`src/hdl/fmp_pkg.sv`:
```
// Types and constants shared by the Firmata message parser modules.
`default_nettype none

package fmp_pkg;

   // Status byte values of the protocol.
   localparam logic [7:0] STATUS_ANALOG      = 8'hE0;
   localparam logic [7:0] STATUS_DIGITAL     = 8'h90;
   localparam logic [7:0] STATUS_PIN_MODE    = 8'hF4;
   localparam logic [7:0] STATUS_REP_ANALOG  = 8'hC0;
   localparam logic [7:0] STATUS_REP_DIGITAL = 8'hD0;
   localparam logic [7:0] STATUS_SYSEX_START = 8'hF0;
   localparam logic [7:0] STATUS_SYSEX_END   = 8'hF7;
   localparam logic [7:0] STATUS_RESET       = 8'hFF;
   localparam logic [7:0] STATUS_VERSION     = 8'hF9;
   localparam logic [7:0] STATUS_SYSTEM      = 8'hF0;
   localparam logic [7:0] CMD_MASK           = 8'hF0;

   // Command class found by the front end.
   typedef logic [3:0] cmd_type;
   localparam cmd_type CMD_NONE        = 4'd0;
   localparam cmd_type CMD_ANALOG      = 4'd1;
   localparam cmd_type CMD_DIGITAL     = 4'd2;
   localparam cmd_type CMD_REP_ANALOG  = 4'd3;
   localparam cmd_type CMD_REP_DIGITAL = 4'd4;
   localparam cmd_type CMD_PIN_MODE    = 4'd5;
   localparam cmd_type CMD_SYSEX       = 4'd6;
   localparam cmd_type CMD_RESET       = 4'd7;
   localparam cmd_type CMD_VERSION     = 4'd8;

   // Message waiting for its data bytes.
   typedef logic [2:0] pend_type;
   localparam pend_type PEND_NONE        = 3'd0;
   localparam pend_type PEND_ANALOG      = 3'd1;
   localparam pend_type PEND_DIGITAL     = 3'd2;
   localparam pend_type PEND_REP_ANALOG  = 3'd3;
   localparam pend_type PEND_REP_DIGITAL = 3'd4;
   localparam pend_type PEND_PIN_MODE    = 3'd5;

   // Result kinds.
   typedef logic [3:0] kind_type;
   localparam kind_type KIND_ANALOG      = 4'd0;
   localparam kind_type KIND_DIGITAL     = 4'd1;
   localparam kind_type KIND_REP_ANALOG  = 4'd2;
   localparam kind_type KIND_REP_DIGITAL = 4'd3;
   localparam kind_type KIND_PIN_MODE    = 4'd4;
   localparam kind_type KIND_SYSEX_BYTE  = 4'd5;
   localparam kind_type KIND_SYSEX_END   = 4'd6;
   localparam kind_type KIND_SYSEX_EMPTY = 4'd7;
   localparam kind_type KIND_RESET       = 4'd8;
   localparam kind_type KIND_VERSION     = 4'd9;

   localparam int QUEUE_DEPTH = 4;
   localparam int QPTR_W      = 2;
   localparam int REQ_DATA_W  = 8;
   localparam int RSP_DATA_W  = 48;

   // One classified byte as it travels from the front end to the back end.
   typedef struct packed {
      logic [7:0] data_byte;
      logic       is_data;
      logic       is_end;
      logic       sets_channel;
      cmd_type    cmd;
   } beat_type;

   // One parsed result.
   typedef struct packed {
      kind_type   kind;
      logic [3:0] channel;
      logic [13:0] value;
      logic [6:0] pin;
      logic [6:0] sysex_index;
      logic [7:0] sysex_command;
      logic       overflow;
   } result_type;

endpackage

`default_nettype wire

```
`src/hdl/fmp_front.sv`:
```
// Front end: accepts received bytes and classifies them into command classes.
`default_nettype none

module fmp_front (
   input  wire logic              clock,
   input  wire logic              reset,
   input  wire logic              req_tvalid,
   output logic                   req_tready,
   input  wire logic [7:0]        req_tdata,
   output logic                   push,
   output fmp_pkg::beat_type      push_beat,
   input  wire logic              queue_full
);
   import fmp_pkg::*;

   logic     valid_ff, valid_in;
   beat_type beat_ff, beat_in;
   beat_type classified;
   logic [7:0] status;
   logic     accept;

   always_comb begin
      status = (req_tdata < STATUS_SYSTEM) ? (req_tdata & CMD_MASK) : req_tdata;
      classified.data_byte    = req_tdata;
      classified.is_data      = ~req_tdata[7];
      classified.is_end       = (req_tdata == STATUS_SYSEX_END);
      classified.sets_channel = (req_tdata < STATUS_SYSTEM);
      case (status)
         STATUS_ANALOG:      classified.cmd = CMD_ANALOG;
         STATUS_DIGITAL:     classified.cmd = CMD_DIGITAL;
         STATUS_PIN_MODE:    classified.cmd = CMD_PIN_MODE;
         STATUS_REP_ANALOG:  classified.cmd = CMD_REP_ANALOG;
         STATUS_REP_DIGITAL: classified.cmd = CMD_REP_DIGITAL;
         STATUS_SYSEX_START: classified.cmd = CMD_SYSEX;
         STATUS_RESET:       classified.cmd = CMD_RESET;
         STATUS_VERSION:     classified.cmd = CMD_VERSION;
         default:            classified.cmd = CMD_NONE;
      endcase
   end

   assign req_tready = ~valid_ff | ~queue_full;
   assign accept     = req_tvalid & req_tready;
   assign push       = valid_ff & ~queue_full;
   assign push_beat  = beat_ff;

   always_comb begin
      valid_in = accept | (valid_ff & queue_full);
      beat_in  = accept ? classified : beat_ff;
   end

   always_ff @(posedge clock) begin
      if (reset) begin
         valid_ff <= 1'b0;
      end else begin
         valid_ff <= valid_in;
      end
      beat_ff <= beat_in;
   end

endmodule

`default_nettype wire

```
`src/hdl/fmp_queue.sv`:
```
// Short queue of classified beats between the front end and the back end.
`default_nettype none

module fmp_queue (
   input  wire logic              clock,
   input  wire logic              reset,
   input  wire logic              push,
   input  fmp_pkg::beat_type      push_beat,
   output logic                   full,
   input  wire logic              pop,
   output logic                   pop_valid,
   output fmp_pkg::beat_type      pop_beat
);
   import fmp_pkg::*;

   beat_type             entry_ff [QUEUE_DEPTH];
   logic [QPTR_W-1:0]    wr_ptr_ff, wr_ptr_in;
   logic [QPTR_W-1:0]    rd_ptr_ff, rd_ptr_in;
   logic [QPTR_W:0]      count_ff, count_in;
   logic                 do_push, do_pop;

   assign full      = (count_ff == (QPTR_W+1)'(QUEUE_DEPTH));
   assign pop_valid = (count_ff != '0);
   assign pop_beat  = entry_ff[rd_ptr_ff];
   assign do_push   = push & ~full;
   assign do_pop    = pop & pop_valid;

   always_comb begin
      wr_ptr_in = do_push ? wr_ptr_ff + 1'b1 : wr_ptr_ff;
      rd_ptr_in = do_pop ? rd_ptr_ff + 1'b1 : rd_ptr_ff;
      count_in  = count_ff;
      if (do_push && !do_pop) begin
         count_in = count_ff + 1'b1;
      end else if (do_pop && !do_push) begin
         count_in = count_ff - 1'b1;
      end
   end

   always_ff @(posedge clock) begin
      if (reset) begin
         wr_ptr_ff <= '0;
         rd_ptr_ff <= '0;
         count_ff  <= '0;
      end else begin
         wr_ptr_ff <= wr_ptr_in;
         rd_ptr_ff <= rd_ptr_in;
         count_ff  <= count_in;
      end
      if (do_push) begin
         entry_ff[wr_ptr_ff] <= push_beat;
      end
   end

endmodule

`default_nettype wire

```
`src/hdl/fmp_back.sv`:
```
// Back end: parser state, message assembly and the result register.
`default_nettype none

module fmp_back #(
   parameter int MAX_SYSEX_BYTES = 64
) (
   input  wire logic              clock,
   input  wire logic              reset,
   input  wire logic              beat_valid,
   input  fmp_pkg::beat_type      beat,
   output logic                   pop,
   output logic                   rsp_valid,
   input  wire logic              rsp_ready,
   output fmp_pkg::result_type    rsp_result
);
   import fmp_pkg::*;

   localparam int CNT_W = $clog2(MAX_SYSEX_BYTES + 1);
   localparam logic [CNT_W-1:0] MAX_COUNT = CNT_W'(MAX_SYSEX_BYTES);
   localparam logic [6:0] MAX_INDEX = 7'(MAX_SYSEX_BYTES % 128);

   logic             in_sysex_ff, in_sysex_in;
   logic [1:0]       remaining_ff, remaining_in;
   pend_type         pending_ff, pending_in;
   logic [3:0]       channel_ff, channel_in;
   logic [6:0]       first_data_ff, first_data_in;
   logic [CNT_W-1:0] count_ff, count_in;
   logic [7:0]       sysex_first_ff, sysex_first_in;
   logic             overflowed_ff, overflowed_in;
   logic             out_valid_ff, out_valid_in;
   result_type       out_ff, out_in;
   result_type       res;
   logic             emit;
   logic             take;
   logic [1:0]       remaining_dec;

   assign take       = beat_valid & (~out_valid_ff | rsp_ready);
   assign pop        = take;
   assign rsp_valid  = out_valid_ff;
   assign rsp_result = out_ff;

   always_comb begin
      in_sysex_in    = in_sysex_ff;
      remaining_in   = remaining_ff;
      pending_in     = pending_ff;
      channel_in     = channel_ff;
      first_data_in  = first_data_ff;
      count_in       = count_ff;
      sysex_first_in = sysex_first_ff;
      overflowed_in  = overflowed_ff;
      remaining_dec  = remaining_ff - 2'd1;
      emit           = 1'b0;
      res            = '0;

      if (take) begin
         if (in_sysex_ff) begin
            emit = 1'b1;
            if (beat.is_end) begin
               in_sysex_in = 1'b0;
               if (count_ff == '0) begin
                  res.kind = KIND_SYSEX_EMPTY;
               end else begin
                  res.kind          = KIND_SYSEX_END;
                  res.sysex_index   = 7'(count_ff - CNT_W'(1));
                  res.sysex_command = sysex_first_ff;
                  res.overflow      = overflowed_ff;
               end
            end else if (count_ff < MAX_COUNT) begin
               if (count_ff == '0) begin
                  sysex_first_in = beat.data_byte;
               end
               count_in        = count_ff + CNT_W'(1);
               res.kind        = KIND_SYSEX_BYTE;
               res.value       = 14'(beat.data_byte);
               res.sysex_index = 7'(count_ff);
               res.overflow    = overflowed_ff;
            end else begin
               overflowed_in   = 1'b1;
               res.kind        = KIND_SYSEX_BYTE;
               res.value       = 14'(beat.data_byte);
               res.sysex_index = MAX_INDEX;
               res.overflow    = 1'b1;
            end
         end else if ((remaining_ff != 2'd0) && beat.is_data) begin
            remaining_in = remaining_dec;
            if (remaining_dec != 2'd0) begin
               first_data_in = beat.data_byte[6:0];
            end else if (pending_ff != PEND_NONE) begin
               pending_in = PEND_NONE;
               emit       = 1'b1;
               case (pending_ff)
                  PEND_ANALOG: begin
                     res.kind  = KIND_ANALOG;
                     res.value = {beat.data_byte[6:0], first_data_ff};
                  end
                  PEND_DIGITAL: begin
                     res.kind  = KIND_DIGITAL;
                     res.value = {beat.data_byte[6:0], first_data_ff};
                  end
                  PEND_REP_ANALOG: begin
                     res.kind  = KIND_REP_ANALOG;
                     res.value = 14'(beat.data_byte);
                  end
                  PEND_REP_DIGITAL: begin
                     res.kind  = KIND_REP_DIGITAL;
                     res.value = 14'(beat.data_byte);
                  end
                  PEND_PIN_MODE: begin
                     res.kind  = KIND_PIN_MODE;
                     res.value = 14'(beat.data_byte);
                     res.pin   = first_data_ff;
                  end
                  default: begin
                     emit = 1'b0;
                  end
               endcase
            end
         end else begin
            if (beat.sets_channel) begin
               channel_in = beat.data_byte[3:0];
            end
            case (beat.cmd)
               CMD_ANALOG: begin
                  remaining_in = 2'd2;
                  pending_in   = PEND_ANALOG;
               end
               CMD_DIGITAL: begin
                  remaining_in = 2'd2;
                  pending_in   = PEND_DIGITAL;
               end
               CMD_PIN_MODE: begin
                  remaining_in = 2'd2;
                  pending_in   = PEND_PIN_MODE;
               end
               CMD_REP_ANALOG: begin
                  remaining_in = 2'd1;
                  pending_in   = PEND_REP_ANALOG;
               end
               CMD_REP_DIGITAL: begin
                  remaining_in = 2'd1;
                  pending_in   = PEND_REP_DIGITAL;
               end
               CMD_SYSEX: begin
                  in_sysex_in    = 1'b1;
                  count_in       = '0;
                  sysex_first_in = '0;
                  overflowed_in  = 1'b0;
               end
               CMD_RESET: begin
                  in_sysex_in    = 1'b0;
                  remaining_in   = 2'd0;
                  pending_in     = PEND_NONE;
                  channel_in     = 4'd0;
                  first_data_in  = 7'd0;
                  count_in       = '0;
                  sysex_first_in = 8'd0;
                  overflowed_in  = 1'b0;
                  emit           = 1'b1;
                  res.kind       = KIND_RESET;
               end
               CMD_VERSION: begin
                  emit     = 1'b1;
                  res.kind = KIND_VERSION;
               end
               default: begin
                  emit = 1'b0;
               end
            endcase
         end
      end
      // The channel reported is the one in force after this byte.
      res.channel = channel_in;

      out_valid_in = out_valid_ff & ~rsp_ready;
      out_in       = out_ff;
      if (emit) begin
         out_valid_in = 1'b1;
         out_in       = res;
      end
   end

   always_ff @(posedge clock) begin
      if (reset) begin
         in_sysex_ff    <= 1'b0;
         remaining_ff   <= 2'd0;
         pending_ff     <= PEND_NONE;
         channel_ff     <= 4'd0;
         first_data_ff  <= 7'd0;
         count_ff       <= '0;
         sysex_first_ff <= 8'd0;
         overflowed_ff  <= 1'b0;
         out_valid_ff   <= 1'b0;
      end else begin
         in_sysex_ff    <= in_sysex_in;
         remaining_ff   <= remaining_in;
         pending_ff     <= pending_in;
         channel_ff     <= channel_in;
         first_data_ff  <= first_data_in;
         count_ff       <= count_in;
         sysex_first_ff <= sysex_first_in;
         overflowed_ff  <= overflowed_in;
         out_valid_ff   <= out_valid_in;
      end
      out_ff <= out_in;
   end

endmodule

`default_nettype wire

```
`src/hdl/firmata_message_parser.sv`:
```
// Top level of the Firmata message parser: front end, queue and back end.
`default_nettype none

// The parser takes one received serial byte per beat on the req_ channel and
// returns at most one parsed message per byte on the rsp_ channel. Analog and
// digital messages, report commands, set pin mode, system reset and report
// version each give one result when complete; every byte inside a sysex frame
// gives one result, and the end marker gives a summary with the first sysex
// byte and the index of the last one, or marks an empty frame. Bytes that
// only set state give no result. An accepted byte is registered in the
// classifying front end, is written into the four-beat queue, and reaches the
// back end, which updates the parser state and loads the result register that
// drives rsp_tvalid. Throughput is one byte per cycle while rsp_tready stays
// high; the back end updates the parser state as it takes each beat. When
// the receiver holds rsp_tready low the result register holds its beat, the
// back end stops taking beats, the queue fills, and req_tready falls only
// once the queue and the front register are full. Reset clears the parser
// state, empties the queue and drops any result not yet taken; a system
// reset byte outside a sysex frame clears the parser state the same way and
// reports channel zero.

module firmata_message_parser #(
   parameter int MAX_SYSEX_BYTES = 64
) (
   input  wire logic        clock,
   input  wire logic        reset,
   input  wire logic        req_tvalid,
   output logic             req_tready,
   input  wire logic [7:0]  req_tdata,  // [7:0] data_byte
   output logic             rsp_tvalid,
   input  wire logic        rsp_tready,
   // [3:0] channel, [17:4] value, [24:18] pin, [31:25] sysex_index,
   // [39:32] sysex_command, [40] overflow, [47:41] zero
   output logic [47:0]      rsp_tdata,
   output logic [3:0]       rsp_tuser   // [3:0] kind
);
   import fmp_pkg::*;

   logic       front_push;
   beat_type   front_beat;
   logic       queue_full;
   logic       queue_valid;
   beat_type   queue_beat;
   logic       back_pop;
   result_type result;

   fmp_front u_front (
      .clock      (clock),
      .reset      (reset),
      .req_tvalid (req_tvalid),
      .req_tready (req_tready),
      .req_tdata  (req_tdata),
      .push       (front_push),
      .push_beat  (front_beat),
      .queue_full (queue_full)
   );

   fmp_queue u_queue (
      .clock     (clock),
      .reset     (reset),
      .push      (front_push),
      .push_beat (front_beat),
      .full      (queue_full),
      .pop       (back_pop),
      .pop_valid (queue_valid),
      .pop_beat  (queue_beat)
   );

   fmp_back #(
      .MAX_SYSEX_BYTES (MAX_SYSEX_BYTES)
   ) u_back (
      .clock      (clock),
      .reset      (reset),
      .beat_valid (queue_valid),
      .beat       (queue_beat),
      .pop        (back_pop),
      .rsp_valid  (rsp_tvalid),
      .rsp_ready  (rsp_tready),
      .rsp_result (result)
   );

   // The kind says what the beat holds, so it rides on tuser; everything else
   // is packed into tdata from the lowest bit up.
   assign rsp_tuser = result.kind;
   assign rsp_tdata = {7'd0, result.overflow, result.sysex_command, result.sysex_index,
                       result.pin, result.value, result.channel};

endmodule

`default_nettype wire

```
`config.mk`:
```
export PLATFORM = sky130hd
export DESIGN_NAME = firmata_message_parser
export DESIGN_NICKNAME = d
export VERILOG_FILES = /design/src/hdl/fmp_pkg.sv /design/src/hdl/fmp_front.sv /design/src/hdl/fmp_queue.sv /design/src/hdl/fmp_back.sv /design/src/hdl/firmata_message_parser.sv
export SDC_FILE = /design/constraint.sdc
export NUM_CORES = 1
export LEC_CHECK = 0
export BUFFER_PORTS_ARGS = -buffer_cell sky130_fd_sc_hd__buf_2
export CAP_MARGIN = 20
export CORE_MARGIN = 1
export CORE_UTILIZATION = 53
export DETAILED_ROUTE_END_ITERATION = 6
export PLACE_DENSITY = 0.75
export SYNTH_ARGS = -nofsm -noshare
export SYNTH_HDL_FRONTEND = slang
export SYNTH_HIERARCHICAL = 1
export SYNTH_SLANG_ARGS = --single-unit
```
`constraint.sdc`:
```
create_clock -name clock -period 3.4 [get_ports clock]
set_input_delay 0.85 -clock clock [delete_from_list [all_inputs] [get_ports clock]]
set_output_delay 0.85 -clock clock [all_outputs]
set_load 0.01 [all_outputs]
```
; ---- Word-level counts from Yosys, hierarchy flattened
; Memories as Yosys holds them, arrays and structs flattened. A register that Yosys moved wholly into a read port is not among the register bits.
; Index checks and enable logic that the tools add are counted.
[totals]
regBits = 102
latch_bits = 0
mem_bits_rw = 60
rom_bits = 0
in_bits = 12
output_inout_bits = 54
n_memories = 1
[memory_table]
columns = memory, depth, word_bits, read_ports, rd_ports_with_merged_regs, write_ports, line_no
row1 = u_queue.entry_ff, 4, 15, 1, 1, 1, fmp_queue.sv:16  ; beat_type entry_ff [QUEUE_DEPTH];
[classes]
add_sub_neg = 7
n_mul = 0
div = 0
n_lt_le_gt_ge = 2
eq_ne = 30
shifts = 0
n_mux = 69
bitwise_logic = 21
reduce_logical = 31
[op_table]
columns = op, n
row1 = 7-bit 2-to-1 mux, 11
row2 = "8-bit == test, second input constant", 9
row3 = 21-bit 2-to-1 mux, 3
row4 = 8-bit 2-to-1 mux, 7
row5 = 4-bit 2-to-1 mux, 10
row6 = 4-bit case mux with 8 select lines, 1
row7 = 14-bit case mux with 2 select lines, 1
row8 = 1-bit 2-to-1 mux, 21
row9 = 3-bit case mux with 6 select lines, 1
row10 = "4-bit by 3-bit == test with 1-bit output, second input constant", 4
row11 = 16-bit 2-to-1 mux, 1
row12 = 3-bit 2-to-1 mux, 5
row13 = 14-bit 2-to-1 mux, 1
row14 = "2-bit inequality test, second input constant", 6
row15 = 3-bit case mux with 4 select lines, 1
row16 = 1-bit inverter, 11
row17 = 5-bit AND reduction, 2
row18 = 2-bit nonzero test, 5
row19 = "3-bit == test, second input constant", 3
row20 = "4-bit by 2-bit == test with 1-bit output, second input constant", 2
row21 = "8-bit less-than comparator, second input constant", 1
row22 = 2-bit 2-to-1 mux, 4
row23 = 4-bit case mux with 2 select lines, 1
row24 = 4-bit AND reduction, 2
row25 = 29 further kinds, 47

; ---- Logic depth before layout (Yosys ltp)
; Gate-level depths: netlist of the first run.
[logic_depth]
ltp_word = 9
mapped_depth = 12
mapped_depth_nobuf = 10

; ---- Modules after synthesis
; Netlist of the first run, hierarchy kept.
[by_module_without_submodules]
columns = module, instances, cells_per_inst, area_per_inst_um2, seq_area_each_um2
row1 = fmp_back, 1, 371, 3849.9, 2031.9
row2 = fmp_queue, 1, 126, 2662.6, 1981.9
row3 = fmp_front, 1, 41, 630.6, 470.5
row4 = firmata_message_parser, 1, 8, 56.3, 0.0

; ---- Worst setup path after synthesis of the first run
; No wires, ideal clock.
[synth_timing]
path_type = reg2reg
from = register (tool-made name)
to = register u_back.out_ff, in the netlist u_back/rsp_result[0] (enable)
arrival_ps = 2987
t_required_ps = 2993
setup_slack_ps = 6
path_stages_with_launch = 9
path_buffers = 3
synth_period_minus_slack_ps = 3394
path_cell_list = dfxtp_1 buf_6 buf_12 mux4_2 clkbuf_1 nor4b_1 a21oi_1 a31oi_1 and2_1
[synth_rtl]
columns = item, line_no
row1 = to (signal assigned), fmp_back.sv:204  ; out_ff <= out_in;
row2 = to (decl), fmp_back.sv:31  ; result_type out_ff, out_in;

==> PnR_summary.wiki, run 1 <==
{| class="wikitable"
! Metric !! Value
|-
| Highest attainable clock frequency || 0.340 GHz
|-
| Status || completed
|-
| Post-route cell area || 8120 um^2
|-
| Clock tree from TritonCTS || done
|-
| Antenna violations before repair || 0
|-
| Worst Max-Slew Pin Slew || 0.830 ns
|-
| GR Util All Layers || between 20 and 25%
|-
| Post-CTS setup buffers || 0
|-
| Post-route DRC violation count || 0
|-
| Category of the worst setup path capture point || register
|-
| Final antenna-violating net count || 0
|-
| Summed instance area of the synthesized netlist || 7200 um^2
|-
| Number of DRC violations after detailed-routing iteration 0 || 479
|-
| Required @ worst endpoint || between 3 and 4 ns
|-
| Total congestion overflow || 0
|-
| CTS buffer count || 17
|-
| Time the final worst path needs with I/O delays and setup || 2.94 ns
|-
| Max Clock Skew || approximately 0.01 ns
|-
| Diodes inserted || 0
|-
| Peak ir drop on the vdd network || 453 uV
|-
| Area growth from synthesis to layout || 12.8%
|-
| # fillers || 1012
|-
| I/O pin cnt || 66
|-
| Final core utilization || 61.3%
|-
| RD Place Congestion || 0.874
|-
| Critical path class || reg -> reg
|-
| Maximum number of pins on one net before global-route repair || 41
|-
| Share of synthesized area occupied by flip-flops and latches || 62.3%
|-
| Setup repair after global routing missed its margin || no
|-
| Clock root buffer || sky130_fd_sc_hd__clkbuf_16
|-
| Rows || 42
|-
| Starting density of the core || 54.4%
|-
| Per-instance average area after synthesis || 13.2 um^2
|-
| Kind of path behind the tightest hold check || reg -> reg
|-
| Maximum net fanout on the critical path || 40
|-
| Number of synthesized flops with an enable pin || 120
|-
| Clock transition at the registers of the reported paths || roughly 0.06 ns
|-
| Final hold viol count || 0
|-
| Post-detailed-placement cell area || 7600 um^2
|-
| Nets || 627
|-
| Net switching share of the total power || roughly 33%
|-
| Average wire per cell in the routed design || 17.9 um
|-
| Part of the total power dissipated in the clock network || 27.2%
|-
| Yosys Warn Count || 6
|-
| Final sum of negative setup slack || 0 ns
|-
| Buffer depth of the longest clock path || 2
|-
| Setup slack, reg-to-reg || 0.46 ns
|-
| Count of max-cap constraint violations || 0
|-
| Total detailed-routing wirelength || roughly 14000 um
|-
| Total internal power || 4.08 mW
|-
| Height of the die || 119 um
|-
| Synthesized instance count || 546
|-
| Cts hold-fix bufs || 0
|-
| Cells resized by post-CTS repair || 0
|-
| Total setup violations reported at the end of the flow || 0
|-
| Fraction of power consumed by combinational cells || 29.3%
|-
| Total power density per cell area || about 750 nW/um^2
|-
| Flip-flop and latch count after synthesis || 164
|-
| P_leak || 2.85 nW
|-
| Final Max Tran Viols || 0
|-
| Number of levels the H-tree was split into || 4
|-
| First-pass GRT wire length || 23100 um
|-
| Leading cell type in the layout, fill and taps excluded || sky130_fd_sc_hd__edfxtp_1
|-
| Number of clock sinks || about 160
|-
| Die boundary width || 119 um
|-
| Fraction of layout cells with a size suffix above 1 || 19.6%
|-
| Total Die Area || 14100 um^2
|-
| Number of unique standard cell types used by synthesis || 76
|-
| Via count of the first global-routing pass || 4566
|-
| Clock insertion delay at the later pin of the skew report || about 0.42 ns
|-
| Port-buffer cells || slightly below 60
|-
| Part of the total power dissipated in sequential elements || 43.5%
|-
| DPL Wire Length || just under 10000 um
|-
| Crit path DAT || just over 3 ns
|-
| Launching element type of the critical path || register
|-
| Highest-count cells in the layout ignoring fill and taps || 120 x sky130_fd_sc_hd__edfxtp_1, 59 x sky130_fd_sc_hd__buf_2, 44 x sky130_fd_sc_hd__dfxtp_1
|-
| Worst slew slack as a fraction of its limit || 44.7%
|-
| Async SR Flop Fraction || 0%
|-
| Via Count || 4661
|-
| Area of the multi-input gates || 2450 um^2
|-
| Per-cell via count in the routed design || 5.88
|-
| Net switching power of the design || between 2 and 2.5 mW
|-
| Primary flip-flop cell chosen by synthesis mapping || sky130_fd_sc_hd__edfxtp_1
|-
| Placeable Area || 13200 um^2
|-
| Pre-antenna DRT Iters || 4
|-
| Area used by sequential logic in the layout || around 4500 um^2
|-
| Final cycle utilization of the critical path || 86.5%
|}
## critical path, cell delays in order, from the launching register on
cell and delay [ns]:
sky130_fd_sc_hd__dfxtp_1 0.48, sky130_fd_sc_hd__mux4_1 0.71, sky130_fd_sc_hd__nor4b_1 0.51, sky130_fd_sc_hd__a21oi_1 0.12, sky130_fd_sc_hd__a31oi_1 0.25, sky130_fd_sc_hd__and2_2 0.29, sky130_fd_sc_hd__buf_12 0.24
## sequential cells by signal (all words and copies together) (netlist names), named ones only
signal                 cells
u_back/count_ff            7
u_back/in_sysex_ff         1
u_back/overflowed_ff       1
u_queue/count_ff           3
u_queue/wr_ptr_ff          2
u_queue/rd_ptr_ff          2
u_back/pending_ff          3
u_back/channel_ff          4
u_front/push_beat         15
u_queue/entry_ff          60
u_back/first_data_ff       7
u_back/sysex_first_ff      8
u_back/remaining_ff        2
u_front/valid_ff           1
u_back/rsp_valid           1
u_back/rsp_result         45
## area by class of cell
class	instances	area share, %
inverters	22	1.02
clock buffers	24	5.68
multi-input cells	333	30.2
repair buffers	66	4.44
flip-flops and latches	164	55.2
well taps	176	2.71
clock inverters	8	0.724
## path summary, 6_finish.rpt
| kind | from | end | cells past startpoint |
|---|---|---|---|
| setup / recovery | register | u_back/rsp_result[32]$_SDFFCE_PP0P_ | 6 |
| hold / removal | u_back/sysex_first_ff[1]$_SDFFE_PP0P_ | u_back/sysex_first_ff[1]$_SDFFE_PP0P_ | 1 |
| setup reg to reg | register | u_back/rsp_result[32]$_SDFFCE_PP0P_ | 6 |
| hold reg to reg | u_back/sysex_first_ff[1]$_SDFFE_PP0P_ | u_back/sysex_first_ff[1]$_SDFFE_PP0P_ | 1 |
## cell usage after synthesis (3+ instances only)
cell	instances	area, um^2
sky130_fd_sc_hd__buf_6	3	33.8
sky130_fd_sc_hd__o31a_1	3	26.3
sky130_fd_sc_hd__nand2_1	31	116
sky130_fd_sc_hd__o31ai_1	4	30.0
sky130_fd_sc_hd__edfxtp_1	120	3600
sky130_fd_sc_hd__clkbuf_1	12	45.0
sky130_fd_sc_hd__nand4_1	3	18.8
sky130_fd_sc_hd__buf_4	8	60.1
sky130_fd_sc_hd__a31oi_1	7	43.8
sky130_fd_sc_hd__mux2i_1	3	30.0
sky130_fd_sc_hd__nand3_1	17	85.1
sky130_fd_sc_hd__or3_1	10	62.6
sky130_fd_sc_hd__and2_1	29	181
sky130_fd_sc_hd__xor2_1	4	35.0
sky130_fd_sc_hd__xnor2_1	3	26.3
sky130_fd_sc_hd__nor2_1	25	93.8
sky130_fd_sc_hd__buf_2	8	40.0
sky130_fd_sc_hd__nor3_1	3	15.0
sky130_fd_sc_hd__mux4_1	4	105
sky130_fd_sc_hd__nor4_1	5	31.3
sky130_fd_sc_hd__o21ai_1	7	35.0
sky130_fd_sc_hd__ha_1	10	125
sky130_fd_sc_hd__a32oi_1	4	35.0
sky130_fd_sc_hd__nor2b_1	11	68.8
sky130_fd_sc_hd__or4_1	3	22.5
sky130_fd_sc_hd__mux4_2	11	248
sky130_fd_sc_hd__a21oi_1	29	145
sky130_fd_sc_hd__o211ai_1	6	45.0
sky130_fd_sc_hd__inv_1	21	78.8
sky130_fd_sc_hd__and3_1	8	50.1
sky130_fd_sc_hd__a22o_1	13	114
sky130_fd_sc_hd__o32ai_1	4	35.0
sky130_fd_sc_hd__o21ai_0	17	85.1
sky130_fd_sc_hd__dfxtp_1	44	881
sky130_fd_sc_hd__nand2b_1	6	37.5
## cell families (layout without fill, tap and decap cells)
family	count (synthesis)	in the layout	share of synthesized area [%]
simple gates	174	174	14.4
flops	164	164	62.3
compound gates	116	116	11.1
buf+inv	55	120	3.96
mux	18	18	5.32
fa+ha+maj	11	11	2.02
xor+xnor	7	7	0.852
other cells	1	7	0.0521
## metal layers
layer | up-vias | track usage [%] | wire length (um)
met4 | 0 | 12.7 | 526
li1 | 2185 | - | -
met5 | - | 0 | 0
met2 | 183 | 34.1 | 6790
met1 | 2257 | 27.0 | 6070
met3 | 36 | 5.12 | 784
## power by group through the flow
| stage | Combinational (mW) | Sequential (mW) | Clock [mW] |
|---|---|---|---|
| final | 1.79 | 2.66 | 1.67 |
| after global routing | 1.96 | 2.69 | 1.78 |
| after CTS | 1.78 | 2.66 | 1.70 |
| after detailed placement | 1.78 | 2.70 | 0 |
| after global placement | 1.73 | 2.68 | 0 |
| after floorplan | 1.24 | 2.72 | 0 |
## through the flow
stage,instances,hold WS (ns),worst slack (ns),total power [mW]
5_1_grt,793,0.476,0.279,6.43
3_3_place_gp,760,0.454,0.604,4.41
4_1_cts,793,0.469,0.492,6.14
3_5_place_dp,761,0.454,0.505,4.48
6_report,793,0.471,0.459,6.12
2_1_floorplan,552,0.434,0.00558,3.96
Note: power is estimated with default switching activity, not from simulation.
==> run 2, diff against run 1 <==
--- a/config.mk
+++ b/config.mk
@@ -8,9 +8,10 @@
 export BUFFER_PORTS_ARGS = -buffer_cell sky130_fd_sc_hd__buf_2
 export CAP_MARGIN = 20
 export CORE_MARGIN = 1
-export CORE_UTILIZATION = 53
+export CORE_UTILIZATION = 55
+export CTS_BUF_LIST = sky130_fd_sc_hd__clkbuf_4
 export DETAILED_ROUTE_END_ITERATION = 6
-export PLACE_DENSITY = 0.75
+export PLACE_DENSITY = 0.78
 export SYNTH_ARGS = -nofsm -noshare
 export SYNTH_HDL_FRONTEND = slang
 export SYNTH_HIERARCHICAL = 1
==> PnR_summary.wiki, run 2 (same netlist as run 1, synthesis figures left out) <==
{| class="wikitable"
! Metric !! Value
|-
| Maximum net fanout on the critical path || 40
|-
| Stage delay of the slowest cell on the critical path || just under 0.6 ns
|-
| Maximum number of pins on one net before global-route repair || 41
|-
| Rows || 41
|-
| Via count of the first global-routing pass || 4392
|-
| RD Place Congestion || roughly 0.86
|-
| Part of the total power dissipated in the clock network || 18.5%
|-
| Total congestion overflow || 0
|-
| Cts hold-fix bufs || 0
|-
| Clock transition at the registers of the reported paths || 0.12 ns
|-
| Total detailed-routing wirelength || 14000 um
|-
| Fraction of power consumed by combinational cells || 33.2%
|-
| Leading cell type in the layout, fill and taps excluded || sky130_fd_sc_hd__edfxtp_1
|-
| Crit path DAT || 3.20 ns
|-
| Worst hold slack || 0.491 ns
|-
| Crit path max-delay cell type || sky130_fd_sc_hd__mux4_2
|-
| Average wire per cell in the routed design || 17.8 um
|-
| Part of the total power dissipated in sequential elements || 48.3%
|-
| Post-route cell area || 7850 um^2
|-
| Final cycle utilization of the critical path || 86.7%
|-
| Required @ worst endpoint || between 3 and 4 ns
|-
| Cells resized by post-CTS repair || 0
|-
| Net switching power of the design || a little under 2 mW
|-
| Post-CTS setup buffers || 0
|-
| Setup repair after global routing missed its margin || no
|-
| Placeable Area || 12700 um^2
|-
| Number of clock sinks || 164
|-
| Diodes inserted || 0
|-
| Port-buffer cells || between 50 and 60
|-
| Nets || 628
|-
| Via Count || 4631
|-
| Post-detailed-placement cell area || 7610 um^2
|-
| Count of max-cap constraint violations || 0
|-
| Clock tree from TritonCTS || done
|-
| Number of DRC violations after detailed-routing iteration 0 || about 370
|-
| Total internal power || 3.49 mW
|-
| Starting density of the core || 56.8%
|-
| Max Clock Skew || about 0.022 ns
|-
| Highest attainable clock frequency || 0.339 GHz
|-
| Total power density per cell area || approximately 700 nW/um^2
|-
| Clock root buffer || sky130_fd_sc_hd__clkbuf_4
|-
| Highest-count cells in the layout ignoring fill and taps || 120 x sky130_fd_sc_hd__edfxtp_1, 58 x sky130_fd_sc_hd__buf_2, 44 x sky130_fd_sc_hd__dfxtp_1
|-
| I/O pin cnt || 66
|-
| Total Die Area || between 10000 and 15000 um^2
|-
| Largest register FFs || 60
|-
| Worst Max-Slew Pin Slew || about 1 ns
|-
| Final Power || 5.47 mW
|-
| Number of levels the H-tree was split into || 4
|-
| CTS buffer count || 17
|-
| Launch point of the worst hold path || u_back/sysex_first_ff[7]$_SDFFE_PP0P_
|-
| Final Max Tran Viols || 0
|-
| Peak ir drop on the vdd network || 292 uV
|-
| Number of cells after detailed placement || 758
|-
| Total setup violations reported at the end of the flow || 0
|-
| Launching element type of the critical path || register
|-
| Time the final worst path needs with I/O delays and setup || 2.95 ns
|-
| Antenna violations before repair || 0
|-
| Fraction of layout cells with a size suffix above 1 || between 20% and 30%
|-
| Category of the worst setup path capture point || register
|-
| Worst slew slack as a fraction of its limit || 34.6%
|-
| Kind of path behind the tightest hold check || reg -> reg
|-
| Final antenna-violating net count || 0
|-
| Critical path class || reg -> reg
|-
| Per-cell via count in the routed design || 5.86
|-
| Clock insertion delay at the later pin of the skew report || 0.56 ns
|-
| First-pass GRT wire length || 22400 um
|-
| DPL Wire Length || 9980 um
|-
| Pre-antenna DRT Iters || 6
|-
| Buffer depth of the longest clock path || 2
|-
| Status || completed
|-
| Most flops, register || u_queue/entry_ff
|-
| Final hold viol count || 0
|-
| Net switching share of the total power || between 30% and 40%
|-
| Final standard cell count with taps included and fillers excluded || 790
|-
| Final sum of negative setup slack || 0 ns
|-
| Cell-by-cell trace of the critical path || buf_4 -> mux4_2 -> nand2b_1 -> a311oi_1 -> a31oi_1 -> and2_2 -> buf_12
|-
| Area growth from synthesis to layout || 9.07%
|-
| Die boundary width || approximately 120 um
|-
| GR Util All Layers || 22.6%
|-
| Post-route DRC violation count || 0
|-
| P_leak || around 2.7 nW
|-
| Height of the die || 116 um
|}
run 2: final timing paths:
kind / depth (start not counted) / to / slack (ns)
worst max-delay path: 7 / u_back/rsp_result[25]$_SDFFCE_PN0P_ / 0.45
worst min register to register: 1 / u_back/sysex_first_ff[7]$_SDFFE_PP0P_ / 0.49
worst min-delay path: 1 / u_back/sysex_first_ff[7]$_SDFFE_PP0P_ / 0.49
worst max register to register: 7 / u_back/rsp_result[25]$_SDFFCE_PN0P_ / 0.45
run 2: power by group through the flow:
| stage | Sequential [mW] | Combinational, mW | Clock, mW |
|---|---|---|---|
| 3_5_place_dp | 2.69 | 1.79 | 0 |
| 4_1_cts | 2.65 | 1.80 | 1.04 |
| 5_1_grt | 2.68 | 1.99 | 1.11 |
| 3_3_place_gp | 2.67 | 1.72 | 0 |
| 6_report | 2.64 | 1.82 | 1.01 |
| 2_1_floorplan | 2.72 | 1.24 | 0 |
run 2: metal layers:
metal | wire (um) | vias up | GRT usage [%]
met3 | 775 | 36 | 5.14
met1 | 5940 | 2220 | 27.0
li1 | - | 2178 | -
met5 | 0 | - | 0
met2 | 6960 | 197 | 37.9
met4 | 351 | 0 | 12.5
run 2: worst max-delay path, delay by kind of cell (launching register included):
kind / cells / cell delay [ns]
AND/OR/NAND/NOR: 2 / 0.66
multiplexers: 1 / 0.58
buffers and inverters: 2 / 0.55
flip-flops: 1 / 0.51
AO/OA/AOI/OAI: 2 / 0.32
run 2: metrics by stage:
step | utilization (%) | setup WS, ns
after floorplan | - | 0.00558
after global placement | 60.0 | 0.570
after detailed placement | 60.0 | 0.463
after CTS | 62.0 | 0.442
after global routing | 62.0 | 0.288
final | 62.0 | 0.453
run 2: layout make-up:
| type | instances | area (um^2) |
|---|---|---|
| well taps | 172 | 215 |
| multi-input cells | 333 | 2450 |
| clock inverters | 14 | 111 |
| clock buffers | 18 | 135 |
| inverters | 22 | 82.6 |
| fillers | 981 | 4820 |
| repair buffers | 67 | 370 |
| flip-flops and latches | 164 | 4480 |
==> run 3, diff against run 2 <==
--- a/config.mk
+++ b/config.mk
@@ -5,13 +5,14 @@
 export SDC_FILE = /design/constraint.sdc
 export NUM_CORES = 1
 export LEC_CHECK = 0
+export ABC_AREA = 1
 export BUFFER_PORTS_ARGS = -buffer_cell sky130_fd_sc_hd__buf_2
 export CAP_MARGIN = 20
 export CORE_MARGIN = 1
 export CORE_UTILIZATION = 55
 export CTS_BUF_LIST = sky130_fd_sc_hd__clkbuf_4
 export DETAILED_ROUTE_END_ITERATION = 6
-export PLACE_DENSITY = 0.78
+export PLACE_DENSITY = 0.77
 export SYNTH_ARGS = -nofsm -noshare
 export SYNTH_HDL_FRONTEND = slang
 export SYNTH_HIERARCHICAL = 1
==> PnR_summary.wiki, run 3 <==
{| class="wikitable"
! Metric !! Value
|-
| Total power density per cell area || 743 nW/um^2
|-
| Clock transition at the registers of the reported paths || 0.13 ns
|-
| Required @ worst endpoint || 3.60 ns
|-
| Height of the die || 119 um
|-
| First-pass GRT wire length || 23800 um
|-
| Via count of the first global-routing pass || 5062
|-
| Total internal power || 3.78 mW
|-
| Antenna violations before repair || 0
|-
| Primary flip-flop cell chosen by synthesis mapping || sky130_fd_sc_hd__edfxtp_1
|-
| Dpl ws || 0.556 ns
|-
| Yosys top cell by area || sky130_fd_sc_hd__edfxtp_1
|-
| Average wire per cell in the routed design || 14.5 um
|-
| Kind of path behind the tightest hold check || reg -> reg
|-
| Highest attainable clock frequency || 0.344 GHz
|-
| Crit path DAT || 3.10 ns
|-
| Total Die Area || about 14000 um^2
|-
| Fraction of power consumed by combinational cells || ~36%
|-
| Terminus of the critical flop-to-flop path || u_back/rsp_result[20]$_SDFFCE_PP0P_
|-
| Stage delay of the slowest cell on the critical path || 0.53 ns
|-
| Final standard cell count with taps included and fillers excluded || around 1000
|-
| Post-route cell area || 8230 um^2
|-
| Share of synthesized area occupied by flip-flops and latches || 59.5%
|-
| Cts hold-fix bufs || 0
|-
| Rows || between 40 and 50
|-
| DPL Wire Length || between 10000 and 15000 um
|-
| Max Clock Skew || 0.0200 ns
|-
| Area growth from synthesis to layout || 9.21%
|-
| Cells resized by post-CTS repair || 0
|-
| Number of unique standard cell types used by synthesis || 42
|-
| Largest register FFs || 60
|-
| Per-instance average area after synthesis || 9.89 um^2
|-
| GR Util All Layers || between 20% and 30%
|-
| Synthesized instance count || 762
|-
| Starting density of the core || 56.7%
|-
| Final hold viol count || 0
|-
| Number of synthesized flops with an enable pin || 120
|-
| Final Max Tran Viols || 0
|-
| Combined buffer and inverter count along the critical path || 4
|-
| CTS buffer count || 17
|-
| Top Family by Delay on Critical Path || buffers and inverters
|-
| Part of the total power dissipated in the clock network || 19.6%
|-
| Net switching power of the design || 2.34 mW
|-
| Category of the worst setup path capture point || register
|-
| Critical path class || reg -> reg
|-
| Launching element type of the critical path || register
|-
| Most flops, register || u_queue/entry_ff
|-
| Total congestion overflow || 0
|-
| Buffer depth of the longest clock path || 2
|-
| Total setup violations reported at the end of the flow || 0
|-
| Clock insertion delay at the later pin of the skew report || about 0.56 ns
|-
| Flip-flop and latch count after synthesis || 164
|-
| Diodes inserted || 0
|-
| Cell-by-cell trace of the critical path || inv_2 -> o21ai_2 -> o22ai_1 -> nand2_2 -> inv_1 -> nand2_1 -> nor2_1 -> nor2_1 -> nand2_1 -> nand2_1 -> inv_1 -> buf_4
|-
| Fraction of layout cells with a size suffix above 1 || 19.8%
|-
| P_leak || 3.17 nW
|-
| # fillers || 1104
|-
| Cell with the most instances after synthesis || sky130_fd_sc_hd__nor2_1
|-
| Post-CTS setup buffers || 0
|-
| Status || completed
|-
| Number of cells after detailed placement || 982
|-
| Worst reg-to-reg path cell count || 12
|-
| Yosys Warn Count || 6
|-
| Total detailed-routing wirelength || 14700 um
|-
| Most frequent cells after synthesis || 132 x sky130_fd_sc_hd__nor2_1, 120 x sky130_fd_sc_hd__edfxtp_1, 109 x sky130_fd_sc_hd__nand2_1, 67 x sky130_fd_sc_hd__inv_1, 48 x sky130_fd_sc_hd__nand3_1
|-
| Most repeated library cell on the critical path || sky130_fd_sc_hd__nand2_1
|-
| Launch point of the worst hold path || u_back/sysex_first_ff[6]$_SDFFE_PP0P_
|-
| Final WS setup || 0.496 ns
|-
| Summed instance area of the synthesized netlist || approximately 7500 um^2
|-
| Peak ir drop on the vdd network || 350 uV
|-
| Pre-antenna DRT Iters || 5
|-
| Via Count || ~5500
|-
| Async SR Flop Fraction || 0%
|-
| Die boundary width || 119 um
|-
| RD Place Congestion || ~0.95
|-
| Number of DRC violations after detailed-routing iteration 0 || 528
|-
| Setup repair after global routing missed its margin || no
|-
| Highest-count cells in the layout ignoring fill and taps || 132 x sky130_fd_sc_hd__nor2_1, 120 x sky130_fd_sc_hd__edfxtp_1, 109 x sky130_fd_sc_hd__nand2_1
|-
| Part of the total power dissipated in sequential elements || about 44%
|-
| Post-detailed-placement cell area || 7920 um^2
|-
| I/O pin cnt || 66
|-
| Time the final worst path needs with I/O delays and setup || 2.90 ns
|-
| Net switching share of the total power || a little under two fifths
|-
| Leading cell type in the layout, fill and taps excluded || sky130_fd_sc_hd__nor2_1
|-
| Post-route DRC violation count || 0
|-
| Port-buffer cells || between 50 and 60
|-
| Number of clock sinks || roughly 160
|-
| Maximum net fanout on the critical path || between 40 and 50
|-
| Clock tree from TritonCTS || done
|-
| Area contributors post-synth || sky130_fd_sc_hd__edfxtp_1 48%, sky130_fd_sc_hd__dfxtp_1 12%, sky130_fd_sc_hd__nor2_1 6.6%
|-
| Placeable Area || about 13000 um^2
|-
| Nets || approximately 850
|-
| Per-cell via count in the routed design || about 5.4
|-
| Maximum number of pins on one net before global-route repair || 46
|-
| Final core utilization || 61.9%
|-
| Clock root buffer || sky130_fd_sc_hd__clkbuf_4
|-
| Synth top area share || between 40 and 50%
|-
| Final cycle utilization of the critical path || 85.4%
|-
| Final Power || 6.12 mW
|-
| Worst hold slack || 0.495 ns
|-
| Final antenna-violating net count || 0
|-
| Setup slack, reg-to-reg || 0.50 ns
|-
| Count of max-cap constraint violations || 0
|-
| Crit path max-delay cell type || sky130_fd_sc_hd__dfxtp_1
|-
| Hold endpoint || u_back/sysex_first_ff[6]$_SDFFE_PP0P_
|-
| Worst Max-Slew Pin Slew || just under 0.9 ns
|-
| Final sum of negative setup slack || 0 ns
|-
| Worst slew slack as a fraction of its limit || 42.2%
|-
| Cells on Worst Hold Path || 2
|-
| Number of levels the H-tree was split into || 4
|}
run 3: cell types whose count changed after synthesis, moves of 23 or more:
cell	delta
sky130_fd_sc_hd__and2_1	-29
sky130_fd_sc_hd__inv_1	+46
sky130_fd_sc_hd__nand2_1	+78
sky130_fd_sc_hd__nand3_1	+31
sky130_fd_sc_hd__nor2_1	+107
sky130_fd_sc_hd__o21ai_1	+23
run 3: layout make-up:
class | instances | area, um^2 | area share [%]
multi-input cells | 490 | 2520 | 30.6
repair buffers | 70 | 380 | 4.62
flip-flops and latches | 164 | 4480 | 54.5
well taps | 176 | 220 | 2.68
inverters | 82 | 315 | 3.83
clock buffers | 19 | 143 | 1.73
clock inverters | 13 | 165 | 2.01
run 3: worst min-delay path, cell delays in order, from the launching register on:
cell and delay (ns):
sky130_fd_sc_hd__dfxtp_1 0.33, sky130_fd_sc_hd__nor2_1 0.09, sky130_fd_sc_hd__nor2_1 0.05
run 3: worst max path at each step:
stage	from	endpoint	slack [ns]	depth (start not counted)
4_1_cts	register	u_back/rsp_result[12]$_SDFFCE_PN0P_	0.52	12
6_report	register	u_back/rsp_result[20]$_SDFFCE_PP0P_	0.50	12
3_5_place_dp	register	u_back/rsp_result[17]$_SDFFCE_PP0P_	0.56	12
2_1_floorplan	register	u_back/rsp_result[0]$_SDFFCE_PN0P_	0.66	12
5_1_grt	register	u_back/rsp_result[20]$_SDFFCE_PP0P_	0.23	12
3_3_place_gp	register	u_back/rsp_result[17]$_SDFFCE_PP0P_	0.70	12
run 3: per-layer routing:
metal / track usage [%] / wire (um)
met5: 0 / 0
met4: 11.2 / 420
met3: 5.70 / 960
met2: 36.8 / 7230
met1: 25.7 / 6090
run 3: kinds of logic (layout without fill, tap and decap cells):
logic type / Yosys count / in the layout / share of synthesized area [%]
and+or+nand+nor: 346 / 346 / 21.3
DFF: 164 / 164 / 59.5
AOI/OAI and AO/OA: 122 / 122 / 9.48
buffers and inverters: 114 / 184 / 7.32
adders and majority gates: 11 / 11 / 1.93
xor gates and xnor gates: 4 / 4 / 0.465
other: 1 / 7 / 0.0498
run 3: power groups by stage:
stage | Combinational, mW | Clock (mW) | Sequential (mW)
detailed placement | 2.18 | 0 | 2.76
finish | 2.21 | 1.20 | 2.71
global placement | 2.10 | 0 | 2.74
global route | 2.44 | 1.31 | 2.75
CTS | 2.19 | 1.23 | 2.71
floorplan | 1.61 | 0 | 2.78
